$ cat config.mk
export PLATFORM = sky130hd
export DESIGN_NAME = led_blink_pattern_sequencer_core_flat
export DESIGN_NICKNAME = d
export VERILOG_FILES = /design/src/rtl/core/lbps_pkg.sv /design/src/rtl/core/lbps_chan_if.sv /design/src/rtl/core/lbps_ram.sv /design/src/rtl/core/lbps_engine.sv /design/src/rtl/core/led_blink_pattern_sequencer_core.sv /design/src/flat_wrapper.sv
export VERILOG_INCLUDE_DIRS = /design/src /design/src/rtl/core
export SDC_FILE = /design/constraint.sdc
export NUM_CORES = 1
export LEC_CHECK = 0
export BUFFER_PORTS_ARGS = -buffer_cell sky130_fd_sc_hd__buf_2
export CAP_MARGIN = 40
export CORE_MARGIN = 4
export CORE_UTILIZATION = 60
export CTS_CLUSTER_DIAMETER = 50
export DETAILED_ROUTE_END_ITERATION = 16
export HOLD_SLACK_MARGIN = 0.08
export MAX_ROUTING_LAYER = met4
export PLACE_DENSITY = 0.8
export SLEW_MARGIN = 20
export SYNTH_ARGS = -nofsm -noshare
export SYNTH_HDL_FRONTEND = slang
export SYNTH_SLANG_ARGS = --single-unit
$ cat constraint.sdc
create_clock -name clock -period 28.1 [get_ports clock]
set_clock_uncertainty 0.1 [all_clocks]
set_input_delay 5.62 -clock clock [delete_from_list [all_inputs] [get_ports clock]]
set_output_delay 5.62 -clock clock [all_outputs]
set_load 0.03 [all_outputs]
$ cat src/rtl/core/led_blink_pattern_sequencer_core_assert.svh
`ifndef LED_BLINK_PATTERN_SEQUENCER_CORE_ASSERT_SVH
`define LED_BLINK_PATTERN_SEQUENCER_CORE_ASSERT_SVH

// flag a condition that must never be seen outside reset
`define LBPS_ASSERT_NEVER(name, clk, rst, cond) \
   name: assert property (@(posedge clk) disable iff (rst) !(cond)) \
      else $error("lbps: forbidden condition seen");

// flag a cause that is not followed by its effect in the next cycle
`define LBPS_ASSERT_NEXT(name, clk, rst, cause, effect) \
   name: assert property (@(posedge clk) disable iff (rst) (cause) |=> (effect)) \
      else $error("lbps: expected follow-up missing");

`endif

$ cat src/rtl/core/lbps_pkg.sv
`timescale 1ns / 1ps

package lbps_pkg;

   localparam int PATTERN_DEPTH_DEFAULT = 16;
   localparam int TIME_BITS_DEFAULT     = 16;

   localparam int ACT_W   = 3;
   localparam int FIELD_W = 16;
   localparam int COUNT_W = 16;
   localparam int SLOT_W  = 4;
   localparam int LEN_W   = 5;

   localparam logic [ACT_W-1:0] ACT_TICK        = 3'd0;
   localparam logic [ACT_W-1:0] ACT_START_BLINK = 3'd1;
   localparam logic [ACT_W-1:0] ACT_START_SEQ   = 3'd2;
   localparam logic [ACT_W-1:0] ACT_STOP        = 3'd3;
   localparam logic [ACT_W-1:0] ACT_WRITE       = 3'd4;
   localparam logic [ACT_W-1:0] ACT_SET_LED     = 3'd5;

   typedef struct packed {
      logic [ACT_W-1:0]   action;
      logic [FIELD_W-1:0] on_time;
      logic [FIELD_W-1:0] off_time;
      logic [COUNT_W-1:0] repeat_count;
      logic               repeat_forever;
      logic [SLOT_W-1:0]  entry_index;
      logic [LEN_W-1:0]   seq_length;
      logic               led_level;
   } req_type;

   typedef struct packed {
      logic              led_on;
      logic              blinking;
      logic              accepted;
      logic [SLOT_W-1:0] pattern_now;
   } rsp_type;

   typedef struct packed {
      logic    valid;
      logic    advance;
      req_type item;
   } step_ctl_type;

endpackage

$ cat src/rtl/core/lbps_chan_if.sv
`timescale 1ns / 1ps

interface lbps_chan_if #(
   parameter type payload_type = logic
) ();
   logic        valid;
   logic        ready;
   payload_type data;

   modport source (output valid, output data, input ready);
   modport sink (input valid, input data, output ready);
endinterface

$ cat src/rtl/core/lbps_ram.sv
`timescale 1ns / 1ps

module lbps_ram #(
   parameter int WIDTH = 8,
   parameter int DEPTH = 16,
   parameter int ADDR_W = (DEPTH > 1) ? $clog2(DEPTH) : 1
) (
   input  logic              clock,
   input  logic              wr_en,
   input  logic [ADDR_W-1:0] wr_addr,
   input  logic [WIDTH-1:0]  wr_data,
   input  logic              rd_en,
   input  logic [ADDR_W-1:0] rd_addr,
   output logic [WIDTH-1:0]  rd_data
);

   logic [WIDTH-1:0] mem_ff [DEPTH];
   logic [WIDTH-1:0] rd_data_ff;

   always_ff @(posedge clock) begin
      if (wr_en) begin
         mem_ff[wr_addr] <= wr_data;
      end
      if (rd_en) begin
         rd_data_ff <= mem_ff[rd_addr];
      end
   end

   assign rd_data = rd_data_ff;

endmodule

$ cat src/rtl/core/lbps_engine.sv
`timescale 1ns / 1ps

module lbps_engine #(
   parameter int TIME_BITS = lbps_pkg::TIME_BITS_DEFAULT,
   parameter int PATTERN_DEPTH = lbps_pkg::PATTERN_DEPTH_DEFAULT,
   parameter int ENTRY_W = 2 * TIME_BITS + lbps_pkg::COUNT_W + 1
) (
   input  logic                       clock,
   input  logic                       reset,
   input  lbps_pkg::step_ctl_type     ctl,
   input  logic [ENTRY_W-1:0]         entry,
   output lbps_pkg::rsp_type          result,
   output logic [lbps_pkg::LEN_W-1:0] pos_after
);

   localparam logic [TIME_BITS-1:0] TIME_MAX = {TIME_BITS{1'b1}};
   localparam logic [lbps_pkg::COUNT_W-1:0] COUNT_MAX = {lbps_pkg::COUNT_W{1'b1}};

   logic                          running_ff, running_in;
   logic                          led_ff, led_in;
   logic [TIME_BITS-1:0]          elapsed_ff, elapsed_in;
   logic [TIME_BITS-1:0]          on_ff, on_in;
   logic [TIME_BITS-1:0]          off_ff, off_in;
   logic [lbps_pkg::COUNT_W-1:0]  rep_ff, rep_in;
   logic                          forever_ff, forever_in;
   logic [lbps_pkg::COUNT_W-1:0]  toggles_ff, toggles_in;
   logic                          in_seq_ff, in_seq_in;
   logic [lbps_pkg::LEN_W-1:0]    pos_ff, pos_in;
   logic [lbps_pkg::LEN_W-1:0]    total_ff, total_in;

   logic [TIME_BITS-1:0]          ent_on, ent_off, tick_el, wait_ms;
   logic [lbps_pkg::COUNT_W-1:0]  ent_rep, tick_tg;
   logic                          ent_forever, taken, len_ok;
   logic [lbps_pkg::LEN_W:0]      pos_next;

   assign ent_on      = entry[TIME_BITS-1:0];
   assign ent_off     = entry[2*TIME_BITS-1:TIME_BITS];
   assign ent_rep     = entry[2*TIME_BITS+lbps_pkg::COUNT_W-1:2*TIME_BITS];
   assign ent_forever = entry[ENTRY_W-1];

   assign len_ok = (ctl.item.seq_length != '0) &&
                   (32'(ctl.item.seq_length) <= PATTERN_DEPTH);
   assign tick_el  = (elapsed_ff != TIME_MAX) ? elapsed_ff + 1'b1 : elapsed_ff;
   assign wait_ms  = led_ff ? on_ff : off_ff;
   assign tick_tg  = (toggles_ff != COUNT_MAX) ? toggles_ff + 1'b1 : toggles_ff;
   assign pos_next = {1'b0, pos_ff} + 1'b1;

   always_comb begin
      running_in = running_ff;
      led_in     = led_ff;
      elapsed_in = elapsed_ff;
      on_in      = on_ff;
      off_in     = off_ff;
      rep_in     = rep_ff;
      forever_in = forever_ff;
      toggles_in = toggles_ff;
      in_seq_in  = in_seq_ff;
      pos_in     = pos_ff;
      total_in   = total_ff;
      taken      = 1'b0;
      unique case (ctl.item.action)
         lbps_pkg::ACT_TICK: begin
            if (running_ff) begin
               if (tick_el < wait_ms) begin
                  elapsed_in = tick_el;
               end else begin
                  elapsed_in = '0;
                  led_in     = !led_ff;
                  if (!forever_ff) begin
                     toggles_in = tick_tg;
                     if (tick_tg >= rep_ff) begin
                        if (in_seq_ff && (pos_next < {1'b0, total_ff})) begin
                           pos_in     = pos_next[lbps_pkg::LEN_W-1:0];
                           on_in      = ent_on;
                           off_in     = ent_off;
                           rep_in     = ent_rep;
                           forever_in = ent_forever;
                           toggles_in = '0;
                        end else begin
                           running_in = 1'b0;
                           in_seq_in  = 1'b0;
                           pos_in     = '0;
                           total_in   = '0;
                        end
                     end
                  end
               end
            end
         end
         lbps_pkg::ACT_START_BLINK: begin
            if (!running_ff) begin
               in_seq_in  = 1'b0;
               pos_in     = '0;
               total_in   = '0;
               on_in      = TIME_BITS'(ctl.item.on_time);
               off_in     = TIME_BITS'(ctl.item.off_time);
               rep_in     = ctl.item.repeat_count;
               forever_in = ctl.item.repeat_forever;
               toggles_in = '0;
               elapsed_in = '0;
               running_in = 1'b1;
               taken      = 1'b1;
            end
         end
         lbps_pkg::ACT_START_SEQ: begin
            if (!running_ff && len_ok) begin
               in_seq_in  = 1'b1;
               pos_in     = '0;
               total_in   = ctl.item.seq_length;
               on_in      = ent_on;
               off_in     = ent_off;
               rep_in     = ent_rep;
               forever_in = ent_forever;
               toggles_in = '0;
               elapsed_in = '0;
               running_in = 1'b1;
               taken      = 1'b1;
            end
         end
         lbps_pkg::ACT_STOP: begin
            if (running_ff) begin
               running_in = 1'b0;
               in_seq_in  = 1'b0;
               pos_in     = '0;
               total_in   = '0;
            end
         end
         lbps_pkg::ACT_SET_LED: begin
            led_in = ctl.item.led_level;
         end
         default: begin
         end
      endcase
   end

   always_ff @(posedge clock) begin
      if (reset) begin
         running_ff <= 1'b0;
         led_ff     <= 1'b0;
         elapsed_ff <= '0;
         on_ff      <= '0;
         off_ff     <= '0;
         rep_ff     <= '0;
         forever_ff <= 1'b0;
         toggles_ff <= '0;
         in_seq_ff  <= 1'b0;
         pos_ff     <= '0;
         total_ff   <= '0;
      end else if (ctl.advance) begin
         running_ff <= running_in;
         led_ff     <= led_in;
         elapsed_ff <= elapsed_in;
         on_ff      <= on_in;
         off_ff     <= off_in;
         rep_ff     <= rep_in;
         forever_ff <= forever_in;
         toggles_ff <= toggles_in;
         in_seq_ff  <= in_seq_in;
         pos_ff     <= pos_in;
         total_ff   <= total_in;
      end
   end

   assign pos_after = ctl.valid ? pos_in : pos_ff;

   assign result.led_on      = led_in;
   assign result.blinking    = running_in;
   assign result.accepted    = taken;
   assign result.pattern_now = (running_in && in_seq_in) ? pos_in[lbps_pkg::SLOT_W-1:0] : '0;

endmodule

$ cat src/rtl/core/led_blink_pattern_sequencer_core.sv
// A result passes the pattern table read stage, then the state update into the result register;
// a stalled output holds the request in the table read stage.
// Throughput: one request per cycle unless output stalls; the table read a stage ahead sets it.
// Reset: synchronous, active high; clears the blink state and both stage valids; the
// result data is not cleared. The pattern table is not cleared and holds garbage until written.
`timescale 1ns / 1ps
`include "led_blink_pattern_sequencer_core_assert.svh"

module led_blink_pattern_sequencer_core #(
   parameter int PATTERN_DEPTH = lbps_pkg::PATTERN_DEPTH_DEFAULT,
   parameter int TIME_BITS = lbps_pkg::TIME_BITS_DEFAULT
) (
   input logic        clock,
   input logic        reset,
   lbps_chan_if.sink   req_chan,
   lbps_chan_if.source rsp_chan
);

   localparam int ADDR_W  = (PATTERN_DEPTH > 1) ? $clog2(PATTERN_DEPTH) : 1;
   localparam int ENTRY_W = 2 * TIME_BITS + lbps_pkg::COUNT_W + 1;

   logic                       p_valid_ff, p_valid_in;
   lbps_pkg::req_type          p_item_ff;
   logic                       o_valid_ff, o_valid_in;
   lbps_pkg::rsp_type          o_data_ff;
   logic                       advance, accept, wr_en;
   logic [ADDR_W-1:0]          wr_addr, rd_addr;
   logic [ENTRY_W-1:0]         wr_data, rd_data;
   lbps_pkg::step_ctl_type     ctl;
   lbps_pkg::rsp_type          result;
   logic [lbps_pkg::LEN_W-1:0] pos_after;

   assign advance        = p_valid_ff && (!o_valid_ff || rsp_chan.ready);
   assign req_chan.ready = !p_valid_ff || advance;
   assign accept         = req_chan.valid && req_chan.ready;

   assign wr_en   = accept && (req_chan.data.action == lbps_pkg::ACT_WRITE) &&
                    (32'(req_chan.data.entry_index) < PATTERN_DEPTH);
   assign wr_addr = ADDR_W'(req_chan.data.entry_index);
   assign wr_data = {req_chan.data.repeat_forever, req_chan.data.repeat_count,
                     TIME_BITS'(req_chan.data.off_time), TIME_BITS'(req_chan.data.on_time)};
   assign rd_addr = (req_chan.data.action == lbps_pkg::ACT_START_SEQ) ? '0 :
                    ADDR_W'(pos_after + 1'b1);

   lbps_ram #(
      .WIDTH (ENTRY_W),
      .DEPTH (PATTERN_DEPTH),
      .ADDR_W(ADDR_W)
   ) u_table (
      .clock  (clock),
      .wr_en  (wr_en),
      .wr_addr(wr_addr),
      .wr_data(wr_data),
      .rd_en  (accept),
      .rd_addr(rd_addr),
      .rd_data(rd_data)
   );

   assign ctl.valid   = p_valid_ff;
   assign ctl.advance = advance;
   assign ctl.item    = p_item_ff;

   lbps_engine #(
      .TIME_BITS    (TIME_BITS),
      .PATTERN_DEPTH(PATTERN_DEPTH),
      .ENTRY_W      (ENTRY_W)
   ) u_engine (
      .clock    (clock),
      .reset    (reset),
      .ctl      (ctl),
      .entry    (rd_data),
      .result   (result),
      .pos_after(pos_after)
   );

   always_comb begin
      p_valid_in = p_valid_ff;
      if (accept) begin
         p_valid_in = 1'b1;
      end else if (advance) begin
         p_valid_in = 1'b0;
      end
      o_valid_in = o_valid_ff;
      if (advance) begin
         o_valid_in = 1'b1;
      end else if (rsp_chan.ready) begin
         o_valid_in = 1'b0;
      end
   end

   always_ff @(posedge clock) begin
      if (reset) begin
         p_valid_ff <= 1'b0;
         o_valid_ff <= 1'b0;
      end else begin
         p_valid_ff <= p_valid_in;
         o_valid_ff <= o_valid_in;
      end
      if (accept) begin
         p_item_ff <= req_chan.data;
      end
      if (advance) begin
         o_data_ff <= result;
      end
   end

   assign rsp_chan.valid = o_valid_ff;
   assign rsp_chan.data  = o_data_ff;

   `LBPS_ASSERT_NEVER(a_no_overwrite, clock, reset, accept && p_valid_ff && !advance)
   `LBPS_ASSERT_NEXT(a_stall_holds, clock, reset, p_valid_ff && !advance, p_valid_ff)
   `LBPS_ASSERT_NEXT(a_advance_fills, clock, reset, advance, o_valid_ff)

endmodule

$ cat src/flat_wrapper.sv
// flat-port wrapper written by rule: the top's interface ports become plain ports
module led_blink_pattern_sequencer_core_flat import lbps_pkg::*;
#(
   parameter int PATTERN_DEPTH = lbps_pkg::PATTERN_DEPTH_DEFAULT,
   parameter int TIME_BITS = lbps_pkg::TIME_BITS_DEFAULT
)
  (clock, reset, req_chan_valid, req_chan_data, req_chan_ready, rsp_chan_valid, rsp_chan_data, rsp_chan_ready);
  lbps_chan_if #(.payload_type(req_type)) req_chan_i ();
  lbps_chan_if #(.payload_type(rsp_type)) rsp_chan_i ();
  input logic clock;
  input logic reset;
  input wire logic [$bits(req_chan_i.valid)-1:0] req_chan_valid;
  input wire logic [$bits(req_chan_i.data)-1:0] req_chan_data;
  output wire logic [$bits(req_chan_i.ready)-1:0] req_chan_ready;
  output wire logic [$bits(rsp_chan_i.valid)-1:0] rsp_chan_valid;
  output wire logic [$bits(rsp_chan_i.data)-1:0] rsp_chan_data;
  input wire logic [$bits(rsp_chan_i.ready)-1:0] rsp_chan_ready;
  assign req_chan_i.valid = req_chan_valid;
  assign req_chan_i.data = req_chan_data;
  assign req_chan_ready = req_chan_i.ready;
  assign rsp_chan_valid = rsp_chan_i.valid;
  assign rsp_chan_data = rsp_chan_i.data;
  assign rsp_chan_i.ready = rsp_chan_ready;
  led_blink_pattern_sequencer_core #(.PATTERN_DEPTH(PATTERN_DEPTH), .TIME_BITS(TIME_BITS)) u_core (.clock(clock), .reset(reset), .req_chan(req_chan_i), .rsp_chan(rsp_chan_i));
endmodule
==> out/metrics.yaml <==
initial_core_util: 0.6085
synth_xor_area_frac: 0.006281
synth_top_family_by_area: "multiplexers"
layout_commonest_cell: "edfxtp_1"
cts_max_level: 3
numCtsBuffers: 106
drtIter0Drc: 2854
drt_wl_total_mm: 99.29
post_drt_via_cell_ratio: 6.371
grt_pass1_vias: 24760
fin_crit_sh: 0.4283
first_pass_iters: 6
drcViolationCount: 0
tightestPinTransition_ns: 1.129
min_path_cells: 2
r2r_start: "u_core.u_engine.elapsed_ff[0]$_SDFFE_PP0P_"
grt_overflow: 0
dp_cells: 3766
worstSetupPathType: "input port to output pin"
final_nets: 3051
routabilityCongestion: 0.8250
rsz0062_at_grt: "no"
power_frac_seq: 0.502
vdd_drop_max_mv: 0.04920
insertion_delay_ns: 0.68
synthArstFlopShare: 0
routedWlPerCell_microns: 24.97
synthToLayoutAreaGrowth_pct: 12.87
synth_compound_area_frac: 0.06954
period_minus_slack_ns: 12.03
finalHoldViolations: 0
reg2reg_to: "u_core.u_table.rd_data[24]$_DFFE_PP_"
grt_pass1_wl_mm: 148.1
crit_path_start_kind: "input port"
io_pins: 75
seq_area_frac_synth: 0.6873
netlist_area_sq_um: 42030
hold_start: "u_core.u_engine.total_ff[4]$_SDFFE_PP0P_"
gr-usage-all-layers: 0.2691
hold_class: "flop to flop"
p_int_uw: 2572
synth.avg_cell_area_sq_um: 14.59
synth_ff_type: "edfxtp_1"
syn_inst: 2880
coreArea_sq_um: 69070
worstPathMaxFanout: 4
synth_simple_gate_area_frac: 0.05448
synth_fa_ha_area_frac: 0.01161
num_vias: 25330
cts_tree: "built"
die_h_microns: 272.7
mostFrequentLayoutCells: "898 x edfxtp_1, 603 x mux2i_1, 255 x nand2_1"
r2r_cells: 26
arrival_ns: 6.31
ys_types: 74
antenna_found_initial: 5
clock_sink_count: 994
drv_slew: 0
cp-end-kind: "output pin"
clockPowerShare: 0.445
path_cells: "buf_2 -> nor2b_1 -> nand2_1 -> buf_2"
p_sw_frac: 0.2141
clockBufferDepth: 3
cts_hold_buf: 0
dp_hpwl_mm: 53.10
port_buffers: 74
cts-root-buf: "clkbuf_16"
hold_path_end: "u_core.u_engine.total_ff[4]$_SDFFE_PP0P_"
totalNegativeSetupSlack_ns: 0
relSlewSlack: 0.2475
cts_setup_buffers: 0
die-width_microns: 272.7
drive_gt1_frac: 0.1165
slowest_delay_ns: 0.25
cellLeakagePower_uw: 0.01546
setup_violations: 0
synth_mux_area_frac: 0.1441
pwr_density_cell_nw_per_um2: 68.99
final_cells: 3976
grt_max_degree: 135
syn-num-nets: 2985
dieArea_sq_um: 74350
rows: 96
status: "completed"
p_comb_frac: 0.054
synth_edf_count: 898
rrSetupSlack_ns: 19.15
cts_resized: 0
cp_common_cell: "buf_2"
yosysWarningCount: 0
clk_pin_slew_ns: 0.05
synth-seq-cells: 994
cpMaxStageDelayCell: "nor2b_1"
ant_nets: 0
max_freq_mhz: 83.10
cap_violations: 0
cp.required_ns: 22.38
p_sw_uw: 700.6
worst max-delay path by stage:
stage | start | endpoint | slack (ns) | cells after the start
floorplan | rsp_chan_ready | u_core.u_table.mem_ff[0][0]$_DFFE_PP_ | 14.92 | 6
global placement | rsp_chan_ready | req_chan_ready | 16.09 | 4
detailed placement | rsp_chan_ready | req_chan_ready | 16.07 | 4
CTS | rsp_chan_ready | req_chan_ready | 16.06 | 4
global route | rsp_chan_ready | req_chan_ready | 16.01 | 4
finish | rsp_chan_ready | req_chan_ready | 16.07 | 4
area by class of cell:
cell class                      count  area [sq um]
Clock buffer                      131          2860
Tap cell                          931          1165
Multi-Input combinational cell   1678         12210
Clock inverter                     69         863.3
Antenna cell                        7         17.52
Inverter                           30         112.6
Timing Repair Buffer              136          1319
Fill cell                        4393         21630
Sequential cell                   994         28890
power by group through the flow:
stage | Sequential, uW | Clock (uW) | Combinational, uW
after floorplan | 1670 | 0 | 115
after global placement | 1670 | 0 | 160
after detailed placement | 1670 | 0 | 171
after CTS | 1640 | 1470 | 173
after global routing | 1640 | 1540 | 188
final | 1640 | 1460 | 175
per-stage QoR:
step                worst slack [ns]  utilization  area [sq um]  power (uW)  hold WS [ns]
floorplan                      14.92            -         42030        1786        0.3434
global placement               16.09       0.6233         43050        1832        0.3582
global route                   16.01       0.6867         47430        3366        0.3784
CTS                            16.06       0.6856         47350        3282        0.3677
finish                         16.07       0.6868         47440        3272        0.3695
detailed placement             16.07       0.6317         43630        1844        0.3580
cells by family after synthesis:
logic type / Yosys count
multiplexers: 605
flip-flops: 994
XOR/XNOR: 28
adder cells (fa/ha/maj): 39
AO/OA/AOI/OAI: 486
AND/OR/NAND/NOR: 520
buffers and inverters: 208
flip-flops by register name (all words and copies together), names as in the netlist:
register / count
u_core.u_engine.total_ff: 5
u_core.u_engine.pos_ff: 5
u_core.ctl: 58
u_core.u_engine.in_seq_ff: 1
u_core.u_table.rd_data: 49
u_core.p_valid_ff: 1
u_core.u_engine.on_ff: 16
u_core.rsp_chan.valid: 1
u_core.u_engine.rep_ff: 16
u_core.u_engine.led_ff: 1
u_core.rsp_chan.data: 7
u_core.u_engine.forever_ff: 1
u_core.u_engine.elapsed_ff: 16
u_core.u_table.mem_ff: 784
u_core.u_engine.running_ff: 1
u_core.u_engine.off_ff: 16
u_core.u_engine.toggles_ff: 16
synthesized netlist by cell type, drive strengths merged (3+ instances only):
cell	number	area, sq um
a211oi	54	410.4
and3	12	80.08
mux2i	604	6046
o21ai	29	160.2
nor4	3	18.77
nor3	23	131.4
xnor2	17	167.7
nand3	28	140.1
nor2b	6	37.54
dfxtp	96	1922
ha	39	488.0
xor2	11	96.34
or3	5	31.28
nor2	132	503.0
nand2b	16	100.1
o211ai	6	50.05
a22oi	12	90.09
a221oi	3	43.80
nor3b	5	37.54
nand3b	10	75.07
o21a	5	37.54
o2111ai	3	26.28
a21oi	250	1251
a31oi	6	37.54
nand2	259	979.7
inv	29	108.9
o22ai	98	613.1
nand4	8	50.05
clkbuf	98	379.1
buf	80	628.1
and2	3	18.77
edfxtp	898	26970
critical path, delay by kind of cell:
kind	cells	cell delay, ns
buffers and inverters	2	0.32
AND/OR/NAND/NOR	2	0.38
routing by layer:
layer / part of all wire / up-vias / routed length [microns] / track usage
li1: - / 11160 / - / -
met1: 0.39 / 12680 / 38910 / 0.3636
met2: 0.49 / 1294 / 48250 / 0.4274
met3: 0.096 / 201 / 9550 / 0.04522
met4: 0.026 / 0 / 2583 / 0.08101
met5: 0 / - / 0 / -
Note: power is estimated with default switching activity, not from simulation.
